File: src/sv/dqbs_pkg.sv
`timescale 1ns / 1ps
// ----------------------------------------------------------------------------
// dqbs_pkg: shared types for the double-ended queue with bag search
// Operation and status codes, and the command and status groups that pass
// between the controller and the datapath.
// ----------------------------------------------------------------------------
package dqbs_pkg;

  localparam int DEPTH_DEF = 64;
  localparam int VALUE_W   = 32;
  localparam int OP_W      = 3;

  typedef enum logic [OP_W-1:0] {
    OP_PUSH_FRONT  = 3'd0,
    OP_PUSH_BACK   = 3'd1,
    OP_POP_FRONT   = 3'd2,
    OP_POP_BACK    = 3'd3,
    OP_PEEK_FRONT  = 3'd4,
    OP_PEEK_BACK   = 3'd5,
    OP_CONTAINS    = 3'd6,
    OP_REMOVE      = 3'd7
  } op_t;

  typedef enum logic [1:0] {
    ST_OK    = 2'd0,
    ST_EMPTY = 2'd1,
    ST_FULL  = 2'd2
  } status_t;

  typedef enum logic [1:0] {
    OFF_ZERO = 2'd0,
    OFF_LAST = 2'd1,
    OFF_IDX  = 2'd2
  } off_sel_t;

  typedef struct packed {
    logic     accept;
    status_t  st;
    logic     push_front;
    logic     push_back;
    logic     rd_en;
    off_sel_t rd_off;
    logic     idx_clr;
    logic     idx_inc;
    logic     shift_wr;
    logic     pop_front;
    logic     pop_back;
    logic     take_rd;
    logic     set_found;
    logic     emit;
  } dp_cmd_t;

  typedef struct packed {
    logic cnt_zero;
    logic cnt_full;
    logic idx_lt_cnt;
    logic match;
  } dp_sts_t;

endpackage

File: src/sv/deque_with_bag_search_top.sv
`timescale 1ns / 1ps
// ----------------------------------------------------------------------------
// deque_with_bag_search_top: bounded double-ended queue with bag search
// Send one request word on the in_ channel: the operation code in in_tuser,
// the operand in in_tdata. Every request returns exactly one result word on
// the out_ channel: read value, found flag, entry count and status.
// One request is in flight at a time; in_tready is high only while idle.
// The scan reads the entry memory's single read port once per cycle and the
// gap closing streams one entry per cycle behind it.
// The result sits in an output register; the next request is accepted
// while it waits, and the block holds its own finished result until the
// receiver takes the previous one.
// Reset empties the queue at once; no clearing pass is needed.
// ----------------------------------------------------------------------------
module deque_with_bag_search_top #(
  parameter int DEPTH = dqbs_pkg::DEPTH_DEF,
  parameter int CW    = $clog2(DEPTH + 1),
  parameter int OUT_W = ((dqbs_pkg::VALUE_W + 3 + CW + 7) / 8) * 8
) (
  input  logic                         clk,
  input  logic                         rst_n,
  input  logic                         in_tvalid,
  output logic                         in_tready,
  input  logic [dqbs_pkg::VALUE_W-1:0] in_tdata,   // value
  input  logic [dqbs_pkg::OP_W-1:0]    in_tuser,   // command
  output logic                         out_tvalid,
  input  logic                         out_tready,
  output logic [OUT_W-1:0]             out_tdata   // read_value, found, entry_count, status
);
  import dqbs_pkg::*;

  dp_cmd_t cmd;
  dp_sts_t sts;

  dqbs_ctrl u_ctrl (
    .clk        (clk),
    .rst_n      (rst_n),
    .in_tvalid  (in_tvalid),
    .in_tready  (in_tready),
    .in_op      (in_tuser),
    .out_tvalid (out_tvalid),
    .out_tready (out_tready),
    .sts        (sts),
    .cmd        (cmd)
  );

  dqbs_dp #(
    .DEPTH (DEPTH),
    .CW    (CW),
    .OUT_W (OUT_W)
  ) u_dp (
    .clk      (clk),
    .rst_n    (rst_n),
    .in_value (in_tdata),
    .cmd      (cmd),
    .sts      (sts),
    .out_data (out_tdata)
  );

endmodule

File: src/sv/dqbs_dp.sv
`timescale 1ns / 1ps
// ----------------------------------------------------------------------------
// dqbs_dp: datapath of the double-ended queue with bag search
// Entry ring memory, head and count registers, scan index, result and
// output word registers.
// ----------------------------------------------------------------------------
module dqbs_dp #(
  parameter int DEPTH = dqbs_pkg::DEPTH_DEF,
  parameter int CW    = $clog2(DEPTH + 1),
  parameter int OUT_W = ((dqbs_pkg::VALUE_W + 3 + CW + 7) / 8) * 8
) (
  input  logic                         clk,
  input  logic                         rst_n,
  input  logic [dqbs_pkg::VALUE_W-1:0] in_value,
  input  dqbs_pkg::dp_cmd_t            cmd,
  output dqbs_pkg::dp_sts_t            sts,
  output logic [OUT_W-1:0]             out_data
);
  import dqbs_pkg::*;

  localparam int AW = $clog2(DEPTH);
  localparam logic [CW:0] DEPTH_W = (CW + 1)'(DEPTH);

  logic [VALUE_W-1:0] mem_r [DEPTH];
  logic [VALUE_W-1:0] rd_data_r;
  logic [VALUE_W-1:0] val_r;
  logic [AW-1:0]      head_r, head_nxt;
  logic [CW-1:0]      count_r, count_nxt;
  logic [CW-1:0]      idx_r, idx_nxt;
  logic [VALUE_W-1:0] res_val_r;
  logic               res_found_r;
  status_t            res_st_r;
  logic [OUT_W-1:0]   out_data_r;

  logic [CW-1:0]      rd_off;
  logic [AW-1:0]      rd_addr, wr_addr;
  logic [VALUE_W-1:0] wr_data;
  logic               wr_en;

  function automatic logic [AW-1:0] ring_pos(input logic [AW-1:0] base,
                                             input logic [CW-1:0] off);
    logic [CW:0] sum;
    sum = (CW + 1)'(base) + (CW + 1)'(off);
    if (sum >= DEPTH_W) begin
      sum = sum - DEPTH_W;
    end
    return sum[AW-1:0];
  endfunction

  always_comb begin
    case (cmd.rd_off)
      OFF_ZERO: rd_off = '0;
      OFF_LAST: rd_off = count_r - CW'(1);
      OFF_IDX:  rd_off = idx_r;
      default:  rd_off = '0;
    endcase
  end

  assign rd_addr = ring_pos(head_r, rd_off);

  always_comb begin
    wr_en   = cmd.push_front | cmd.push_back | cmd.shift_wr;
    wr_data = in_value;
    wr_addr = ring_pos(head_r, count_r);
    if (cmd.push_front) begin
      wr_addr = (head_r == '0) ? AW'(DEPTH - 1) : head_r - AW'(1);
    end else if (cmd.shift_wr) begin
      wr_addr = ring_pos(head_r, idx_r - CW'(2));
      wr_data = rd_data_r;
    end
  end

  always_comb begin
    head_nxt  = head_r;
    count_nxt = count_r;
    if (cmd.push_front) begin
      head_nxt  = wr_addr;
      count_nxt = count_r + CW'(1);
    end else if (cmd.push_back) begin
      count_nxt = count_r + CW'(1);
    end else if (cmd.pop_front) begin
      head_nxt  = (head_r == AW'(DEPTH - 1)) ? '0 : head_r + AW'(1);
      count_nxt = count_r - CW'(1);
    end else if (cmd.pop_back) begin
      count_nxt = count_r - CW'(1);
    end
  end

  always_comb begin
    idx_nxt = idx_r;
    if (cmd.idx_clr) begin
      idx_nxt = '0;
    end else if (cmd.idx_inc) begin
      idx_nxt = idx_r + CW'(1);
    end
  end

  always_ff @(posedge clk) begin
    if (!rst_n) begin
      head_r  <= '0;
      count_r <= '0;
      idx_r   <= '0;
    end else begin
      head_r  <= head_nxt;
      count_r <= count_nxt;
      idx_r   <= idx_nxt;
    end
  end

  always_ff @(posedge clk) begin
    if (wr_en) begin
      mem_r[wr_addr] <= wr_data;
    end
    if (cmd.rd_en) begin
      rd_data_r <= mem_r[rd_addr];
    end
  end

  always_ff @(posedge clk) begin
    if (cmd.accept) begin
      val_r       <= in_value;
      res_val_r   <= '0;
      res_found_r <= 1'b0;
      res_st_r    <= cmd.st;
    end else begin
      if (cmd.take_rd) begin
        res_val_r <= rd_data_r;
      end
      if (cmd.set_found) begin
        res_found_r <= 1'b1;
      end
    end
    if (cmd.emit) begin
      out_data_r <= OUT_W'({res_st_r, count_r, res_found_r, res_val_r});
    end
  end

  assign sts.cnt_zero   = (count_r == '0);
  assign sts.cnt_full   = (count_r == CW'(DEPTH));
  assign sts.idx_lt_cnt = (idx_r < count_r);
  assign sts.match      = (rd_data_r == val_r);
  assign out_data       = out_data_r;

endmodule

File: src/sv/dqbs_ctrl.sv
`timescale 1ns / 1ps
// ----------------------------------------------------------------------------
// dqbs_ctrl: controller of the double-ended queue with bag search
// Sequences each request through push, end read, scan and gap closing,
// and owns the input and output handshakes.
// ----------------------------------------------------------------------------
module dqbs_ctrl (
  input  logic                      clk,
  input  logic                      rst_n,
  input  logic                      in_tvalid,
  output logic                      in_tready,
  input  logic [dqbs_pkg::OP_W-1:0] in_op,
  output logic                      out_tvalid,
  input  logic                      out_tready,
  input  dqbs_pkg::dp_sts_t         sts,
  output dqbs_pkg::dp_cmd_t         cmd
);
  import dqbs_pkg::*;

  typedef enum logic [2:0] {
    S_IDLE,
    S_TAKE,
    S_SCAN,
    S_SHIFT,
    S_RESP
  } state_t;

  state_t state_r, state_nxt;
  op_t    op_r, op_nxt, op_in;
  logic   pend_r, pend_nxt;
  logic   out_valid_r, out_valid_nxt;
  logic   issue;

  assign op_in     = op_t'(in_op);
  assign in_tready = (state_r == S_IDLE);

  always_comb begin
    cmd           = '0;
    cmd.st        = ST_OK;
    cmd.rd_off    = OFF_IDX;
    state_nxt     = state_r;
    op_nxt        = op_r;
    pend_nxt      = pend_r;
    issue         = 1'b0;
    out_valid_nxt = out_valid_r & ~out_tready;

    case (state_r)
      S_IDLE: begin
        if (in_tvalid) begin
          cmd.accept = 1'b1;
          op_nxt     = op_in;
          state_nxt  = S_RESP;
          if (op_in inside {OP_PUSH_FRONT, OP_PUSH_BACK}) begin
            if (sts.cnt_full) begin
              cmd.st = ST_FULL;
            end else begin
              cmd.push_front = (op_in == OP_PUSH_FRONT);
              cmd.push_back  = (op_in == OP_PUSH_BACK);
            end
          end else if (sts.cnt_zero) begin
            cmd.st = ST_EMPTY;
          end else if (op_in inside {OP_CONTAINS, OP_REMOVE}) begin
            cmd.idx_clr = 1'b1;
            pend_nxt    = 1'b0;
            state_nxt   = S_SCAN;
          end else begin
            cmd.rd_en  = 1'b1;
            cmd.rd_off = (op_in inside {OP_POP_FRONT, OP_PEEK_FRONT}) ? OFF_ZERO : OFF_LAST;
            state_nxt  = S_TAKE;
          end
        end
      end
      S_TAKE: begin
        cmd.take_rd   = 1'b1;
        cmd.pop_front = (op_r == OP_POP_FRONT);
        cmd.pop_back  = (op_r == OP_POP_BACK);
        state_nxt     = S_RESP;
      end
      S_SCAN: begin
        issue       = sts.idx_lt_cnt & ~(pend_r & sts.match);
        cmd.rd_en   = issue;
        cmd.idx_inc = issue;
        pend_nxt    = issue;
        if (pend_r && sts.match) begin
          cmd.set_found = 1'b1;
          state_nxt     = (op_r == OP_REMOVE) ? S_SHIFT : S_RESP;
        end else if (!issue && !pend_r) begin
          state_nxt = S_RESP;
        end
      end
      S_SHIFT: begin
        issue        = sts.idx_lt_cnt;
        cmd.rd_en    = issue;
        cmd.idx_inc  = issue;
        cmd.shift_wr = pend_r;
        pend_nxt     = issue;
        if (!issue && !pend_r) begin
          cmd.pop_back = 1'b1;
          state_nxt    = S_RESP;
        end
      end
      S_RESP: begin
        if (!out_valid_r || out_tready) begin
          cmd.emit      = 1'b1;
          out_valid_nxt = 1'b1;
          state_nxt     = S_IDLE;
        end
      end
      default: begin
        state_nxt = S_IDLE;
      end
    endcase
  end

  always_ff @(posedge clk) begin
    if (!rst_n) begin
      state_r     <= S_IDLE;
      op_r        <= OP_PUSH_FRONT;
      pend_r      <= 1'b0;
      out_valid_r <= 1'b0;
    end else begin
      state_r     <= state_nxt;
      op_r        <= op_nxt;
      pend_r      <= pend_nxt;
      out_valid_r <= out_valid_nxt;
    end
  end

  assign out_tvalid = out_valid_r;

endmodule
File: config.mk
export PLATFORM = sky130hd
export DESIGN_NAME = deque_with_bag_search_top
export DESIGN_NICKNAME = d
export VERILOG_FILES = /design/src/sv/dqbs_pkg.sv /design/src/sv/deque_with_bag_search_top.sv /design/src/sv/dqbs_dp.sv /design/src/sv/dqbs_ctrl.sv
export SDC_FILE = /design/constraint.sdc
export NUM_CORES = 2
export LEC_CHECK = 0
export BUFFER_PORTS_ARGS = -buffer_cell sky130_fd_sc_hd__buf_2
export CORE_MARGIN = 2
export CORE_UTILIZATION = 35
export DETAILED_ROUTE_END_ITERATION = 6
export GPL_ROUTABILITY_DRIVEN = 0
export GPL_TIMING_DRIVEN = 0
export SLEW_MARGIN = 20
export SYNTH_ARGS = -nofsm -noshare
export SYNTH_HDL_FRONTEND = slang
export SYNTH_SLANG_ARGS = --single-unit
File: constraint.sdc
create_clock -name clk -period 9.7 [get_ports clk]
set_input_delay 0.97 -clock clk [delete_from_list [all_inputs] [get_ports clk]]
set_output_delay 0.97 -clock clk [all_outputs]
set_load 0.01 [all_outputs]
# ---- Yosys cells after proc, flatten, opt, wreduce, memory -nomap -nowiden
# Memories as Yosys holds them, arrays and structs flattened. A register that Yosys moved wholly into a read port is not among the register bits.
# Index checks and enable logic that the tools add are counted.
dict set report word_totals {
  register_bits 137
  latchBits 0
  ram_bits 2048
  mem_bits_ro 0
  in_bits 39
  out_inout_bits 50
  wordCells 145
  n_memories 1
}
# name words word_bits rd rd_clocked_by_memory_dff wr line_no
set mem_list {}
lappend mem_list {u_dp.mem_r 64 32 1 1 1 dqbs_dp.sv:24} ;# logic [VALUE_W-1:0] mem_r [DEPTH];
dict set report op_classes {
  n_addsub 12
  n_mul 0
  div_mod_pow 0
  magnitude_cmp 4
  eq_ne 25
  shift 0
  n_mux 60
  bitwise 8
  reduce_logical 23
}
# operator count
set ops {}
lappend ops {{two-way mux 32 bit} 2}
lappend ops {{two-way mux 6 bit} 10}
lappend ops {{== test 32 bit} 1}
lappend ops {{two-way mux 3 bit} 10}
lappend ops {{two-way mux 7 bit} 4}
lappend ops {{adder 6 x 7 -> 8 bit} 3}
lappend ops {{>= comparator 8 x 7 -> 1 bit (second input constant)} 3}
lappend ops {{subtractor 6 x 1 -> 6 bit (second input constant)} 4}
lappend ops {{two-way mux 1 bit} 19}
lappend ops {{== test 3 x 2 -> 1 bit (second input constant)} 5}
lappend ops {{== test 3 bit (second input constant)} 5}
lappend ops {{case mux 3 bit (5 select lines)} 1}
lappend ops {{adder 7 x 1 -> 7 bit (second input constant)} 2}
lappend ops {{case mux 7 bit (2 select lines)} 1}
lappend ops {{two-way mux 2 bit} 5}
lappend ops {{two-way mux 9 bit} 1}
lappend ops {{two-way mux 4 bit} 2}
lappend ops {{!= test 2 x 1 -> 1 bit (second input constant)} 4}
lappend ops {{nonzero test 2 bit} 4}
lappend ops {{== test 7 bit (second input constant)} 1}
lappend ops {{zero test 7 bit} 1}
lappend ops {{less-than comparator 7 bit} 1}
lappend ops {{subtractor 7 x 1 -> 7 bit (second input constant)} 1}
lappend ops {{subtractor 7 x 2 -> 7 bit (second input constant)} 1}
lappend ops {{24 further kinds} 41}

# ---- Depth between registers and ports, before layout
dict set report logic_depth {
  word_depth 13
  depth_mapped 23
  mapped_depth_nobuf 21
}

# ---- Hierarchy
# Synthesis repeated with hierarchy kept, for this count alone.
dict set report hier_totals {
  hier_cells 4398
  area_unflattened_um2 86769.5
}
# module n_inst cells_each area_each_um2
set by_module_without_submodules {}
lappend by_module_without_submodules {dqbs_dp 1 4321 86205.2}
lappend by_module_without_submodules {dqbs_ctrl 1 77 564.3}

# ---- Worst setup path before layout
# Ideal clock, no wire load.
dict set report synth_path {
  path_type {reg2reg}
  startpoint {reg u_dp.count_r[0]}
  endpoint {reg u_dp.rd_data_r[1] (read register of u_dp.mem_r), data pin}
  setup_ps 270
  t_arrival_ps 4777
  path_slack_ps 4653
  path_stages_with_launch 24
  n_path_buf 5
  period_less_slack_ps 5047
  cell_sequence {dfxtp_1 -> inv_1 -> ha_1 -> or3b_1 -> clkbuf_1 -> nor2_1 -> nand2_1 -> nand3_1 -> inv_1 -> nand2_1 -> inv_1 -> ha_1 -> a22oi_1 -> nor2_1 -> ha_1 -> fa_1 -> buf_2 -> buf_2 -> clkbuf_1 -> clkbuf_1 -> mux4_2 -> mux4_2 -> mux2i_1 -> a21oi_1}
}
dict set report synth_between {
  elab_chain_cells 10
  word_cells_on_any_way 16
  cone_classes {add/sub (3); order compare (2); eq/ne (2); mux (7); bitwise (1); reduce/logical (1)}
}
# item line_no
set synth_lines {}
lappend synth_lines {{from (decl)} dqbs_dp.sv:28} ;# logic [CW-1:0] count_r, count_nxt;
lappend synth_lines {{from (signal assigned)} dqbs_dp.sv:105} ;# count_r <= count_nxt;
lappend synth_lines {{zero test 7 bit} dqbs_dp.sv:138} ;# assign sts.cnt_zero = (count_r == '0);
lappend synth_lines {{two-way mux 4 bit} dqbs_ctrl.sv:60} ;# end else if (sts.cnt_zero) begin
lappend synth_lines {{two-way mux 4 bit} dqbs_ctrl.sv:53} ;# if (op_in inside {OP_PUSH_FRONT, OP_PUSH_BACK}) begin
lappend synth_lines {{two-way mux 9 bit} dqbs_ctrl.sv:49} ;# if (in_tvalid) begin
lappend synth_lines {{two-way mux 3 bit} dqbs_ctrl.sv:47} ;# case (state_r)
lappend synth_lines {{== test 2 bit / == test 2 x 1 -> 1 bit (equally long branches)} dqbs_dp.sv:51} ;# case (cmd.rd_off)
lappend synth_lines {{case mux 7 bit (2 select lines)} dqbs_dp.sv:51}
lappend synth_lines {{adder 6 x 7 -> 8 bit} dqbs_dp.sv:43} ;# sum = (CW + 1)'(base) + (CW + 1)'(off);
lappend synth_lines {{>= comparator 8 x 7 -> 1 bit / subtractor 6 x 1 -> 6 bit (equally long branches)} {dqbs_dp.sv:44, dqbs_dp.sv:45}}
lappend synth_lines {{two-way mux 6 bit} dqbs_dp.sv:44} ;# if (sum >= DEPTH_W) begin
lappend synth_lines {{to (decl)} dqbs_dp.sv:25} ;# logic [VALUE_W-1:0] rd_data_r;
# Several ways; a longest one is shown, not always the timed one.
# A chain may end at the register's enable or synchronous reset.

# ---- Final worst setup path
dict set report layout_path {
  startpoint {reg u_dp.count_r[0]}
  endpoint {reg u_dp.rd_data_r[25] (read register of u_dp.mem_r), data pin}
}
# Same word-level chain as after synthesis.

==> run_results.csv <==
group,metric,value,unit
outcome,outcome,"finished clean",
logic_synthesis,synth-edff-count,2156,
finish,n_fill_cell,20880,
setup_path,cp.arrival,8.41,ns
finish,syn_to_final_growth,17.02,%
drt,finalWirelength,224700,µm
sta,setup_viol,0,
setup_path,r2r_setup_slack,1.80,ns
sta,layout_min_cycle_time,7.899,ns
sta,relSlewSlack,0.1366,
drt,drt_first_pass_iters,6,
finish,drive_gt1_frac,0.3089,
cts,worstSkewPairLatency,0.84,ns
die,initial_core_util,0.3523,
sta,setup_tns,0,ns
cts,clkTransAtPathRegs,0.07,ns
logic_synthesis,post_synth.cell_area_avg,22.81,µm²
place,place_ws,1.762,ns
cts,h-tree-depth,4,
drt,wl_per_cell,29.70,µm
drt,vias,41190,
sta,hold_violations,0,
sta,tightest_slew,1.287,ns
logic_synthesis,synth_area,0.08578,mm²
global_route,antenna_found_initial,13,
die,die_w,499.1,µm
die,die_h,499.1,µm
setup_path,timing.rr.start,"u_dp.count_r[0]",
finish,final_cell_area,0.1004,mm²
logic_synthesis,synth-seq-area-share,0.7690,
die,io_pins,89,
global_route,track_usage,0.1779,
global_route,grt_pass1_wl,315000,µm
place,dpl_cell_area,0.09360,mm²
cts,postCtsSetupBuffers,0,
finish,num-nets-final,4235,
logic_synthesis,postSynth.asyncResetShare,0,
logic_synthesis,synth.distinct_cells,64,
sta,min_period_over_period,0.8144,
min_path,hold_path_startpoint,"in_tdata[4]",
min_path,min_to,"u_dp.val_r[4]",
power,irDropWorstVdd,160.1,µV
setup_path,required,10.22,ns
power,power_density,201.6,mW/mm²
sta,slew_viol_final,0,
min_path,hp-class,"in2reg",
setup_path,setup.worst_path.class,"reg2reg",
die,die_area,0.2491,mm²
logic_synthesis,synth_cells,3760,
cts,root_buffer,"clkbuf_16",
finish,utilization,0.4123,
place,hpwl,149600,µm
cts,hold_buffers,0,
setup_path,crit_path_end_kind,"register",
drt,ant_nets,0,
sta,skew,0.03780,ns
job,drv_cap,0,
sta,setup_slack,1.801,ns
setup_path,path_max_fanout,10,
min_path,hold_depth,1,
cts,clock_sinks,2217,
cts,cts_tree,"yes",
setup_path,r2r_cells,22,
setup_path,rr_endpoint,"u_dp.rd_data_r[25]",
die,fp-row-count,181,
logic_synthesis,synth_flop_cell,"edfxtp_1",
drt,drc_errors,0,
logic_synthesis,ys_warn_count,0,
cts,post_cts_resized,0,
power,p_leak,30.45,nW
global_route,grt_max_degree,65,
global_route,grt.overflow.total,0,
drt,drt_iter0_markers,4990,
logic_synthesis,synth_seq_cells,2217,
sta,rsz0062_at_grt,"no",
die,core,0.2435,mm²
sta,timing.fmax,126.6,MHz
global_route,grt_pass1_vias,41230,
place,io_buffer_count,81,
drt,routed_via_density,5.445,
setup_path,start_kind,"register",
cts,cts_buffer_depth,3,
cts,cts_buffers,209,
flip-flops by register name (all words and copies together), names as in the netlist:
name,count
u_dp.res_st_r,2
u_dp.mem_r,2048
u_dp.count_r,7
u_ctrl.pend_r,1
u_ctrl.out_tvalid,1
u_dp.head_r,6
u_dp.idx_r,7
u_dp.out_data,42
u_ctrl.state_r,3
u_dp.res_found_r,1
u_dp.rd_data_r,32
u_dp.res_val_r,32
u_dp.val_r,32
u_ctrl.op_r,3
layout make-up:
type,instances,area [µm²],share of cell area
antenna,19,47.55,0.0004737
buffer,195,955.9,0.009523
clock buffer,270,5575,0.05554
clock inverter,117,1126,0.01122
inverter,26,97.59,0.0009723
multi-input combinational,1327,19450,0.1938
sequential,2217,65960,0.6571
tap,3202,4006,0.03991
timing repair buffer,192,3157,0.03145
report_power, final:
part	internal (W)	switching, W
Sequential	0.0106	0.0000569
Clock	0.00456	0.00355
Combinational	0.000562	0.000889
critical path, stage by stage (launching register included):
cell and delay [ns]:
dfxtp_1 0.55, inv_1 0.15, ha_1 0.28, or3b_1 0.17
clkbuf_1 0.25, nor2_1 0.11, nand2_1 0.14, nand3_1 0.21
inv_1 0.14, nand2_1 0.09, ha_1 0.29, a22oi_1 0.21
nor2_1 0.09, ha_1 0.21, fa_1 0.50, buf_2 0.33
buf_2 0.43, clkbuf_1 0.61, clkbuf_1 0.72, mux4_2 0.43
mux4_2 0.56, mux2i_1 0.76, a21oi_1 0.33
kinds of logic (layout without fill, tap and decap cells):
group | Yosys count | after routing | synth area share
adder cells (fa/ha/maj) | 28 | 28 | 0.004259
other | 1 | 25 | 0.00004372
flip-flops | 2217 | 2217 | 0.7690
AND/OR/NAND/NOR | 333 | 333 | 0.01765
buffers and inverters | 221 | 800 | 0.01216
XOR/XNOR | 52 | 52 | 0.005630
multiplexers | 712 | 712 | 0.1769
AO/OA/AOI/OAI | 196 | 196 | 0.01435
stage by stage:
step | hold slack (ns) | cells | total power (W)
final | 0.3240 | 7565 | 0.02024
after global routing | 0.2828 | 7563 | 0.02080
after CTS | 0.2624 | 7546 | 0.02035
after detailed placement | 0.4168 | 7159 | 0.01234
after global placement | 0.4100 | 7048 | 0.01228
after floorplan | 0.4003 | 3765 | 0.01173
cell usage in the layout, fill, tap and decap left out, types with 61 or more instances in the layout:
cell type,instances
a21oi_1,93
clkbuf_1,135
clkbuf_16,214
buf_16,73
buf_2,149
dfxtp_1,61
nand2_1,121
mux4_2,640
nor2_4,65
edfxtp_1,2156
Yosys cell counts (11+ instances only):
master	number	area share
buf_6	11	0.0014
dfxtp_1	61	0.014
mux2i_1	39	0.0046
buf_1	22	0.00096
mux4_2	640	0.17
buf_4	13	0.0011
a21oi_1	93	0.0054
nand4_1	11	0.00080
nor3_1	12	0.00070
nor2b_1	37	0.0027
ha_1	26	0.0038
a211oi_1	35	0.0031
buf_2	66	0.0039
inv_1	23	0.0010
edfxtp_1	2156	0.75
clkbuf_1	83	0.0036
xor2_1	12	0.0012
nand2_1	122	0.0053
nand3_1	18	0.0011
nor2_1	98	0.0043
xnor2_1	38	0.0039
mux2_2	33	0.0043
how the worst max path moves through the flow:
stage / from / endpoint
after floorplan: u_dp.count_r[0] / u_dp.rd_data_r[1]
after CTS: u_dp.count_r[0] / u_dp.rd_data_r[25]
after global placement: u_dp.count_r[0] / u_dp.rd_data_r[18]
after global routing: u_dp.count_r[0] / u_dp.rd_data_r[25]
after detailed placement: u_dp.count_r[0] / u_dp.rd_data_r[25]
final: u_dp.count_r[0] / u_dp.rd_data_r[25]
metal layers:
metal / share of wire / up-vias / global-route usage
met5: 0 / - / 0
met2: 0.48 / 1745 / 0.2817
met1: 0.41 / 22350 / 0.2452
met4: 0.031 / 0 / 0.05600
li1: - / 16770 / -
met3: 0.085 / 316 / 0.03952
(Power assumes the default switching activity.)
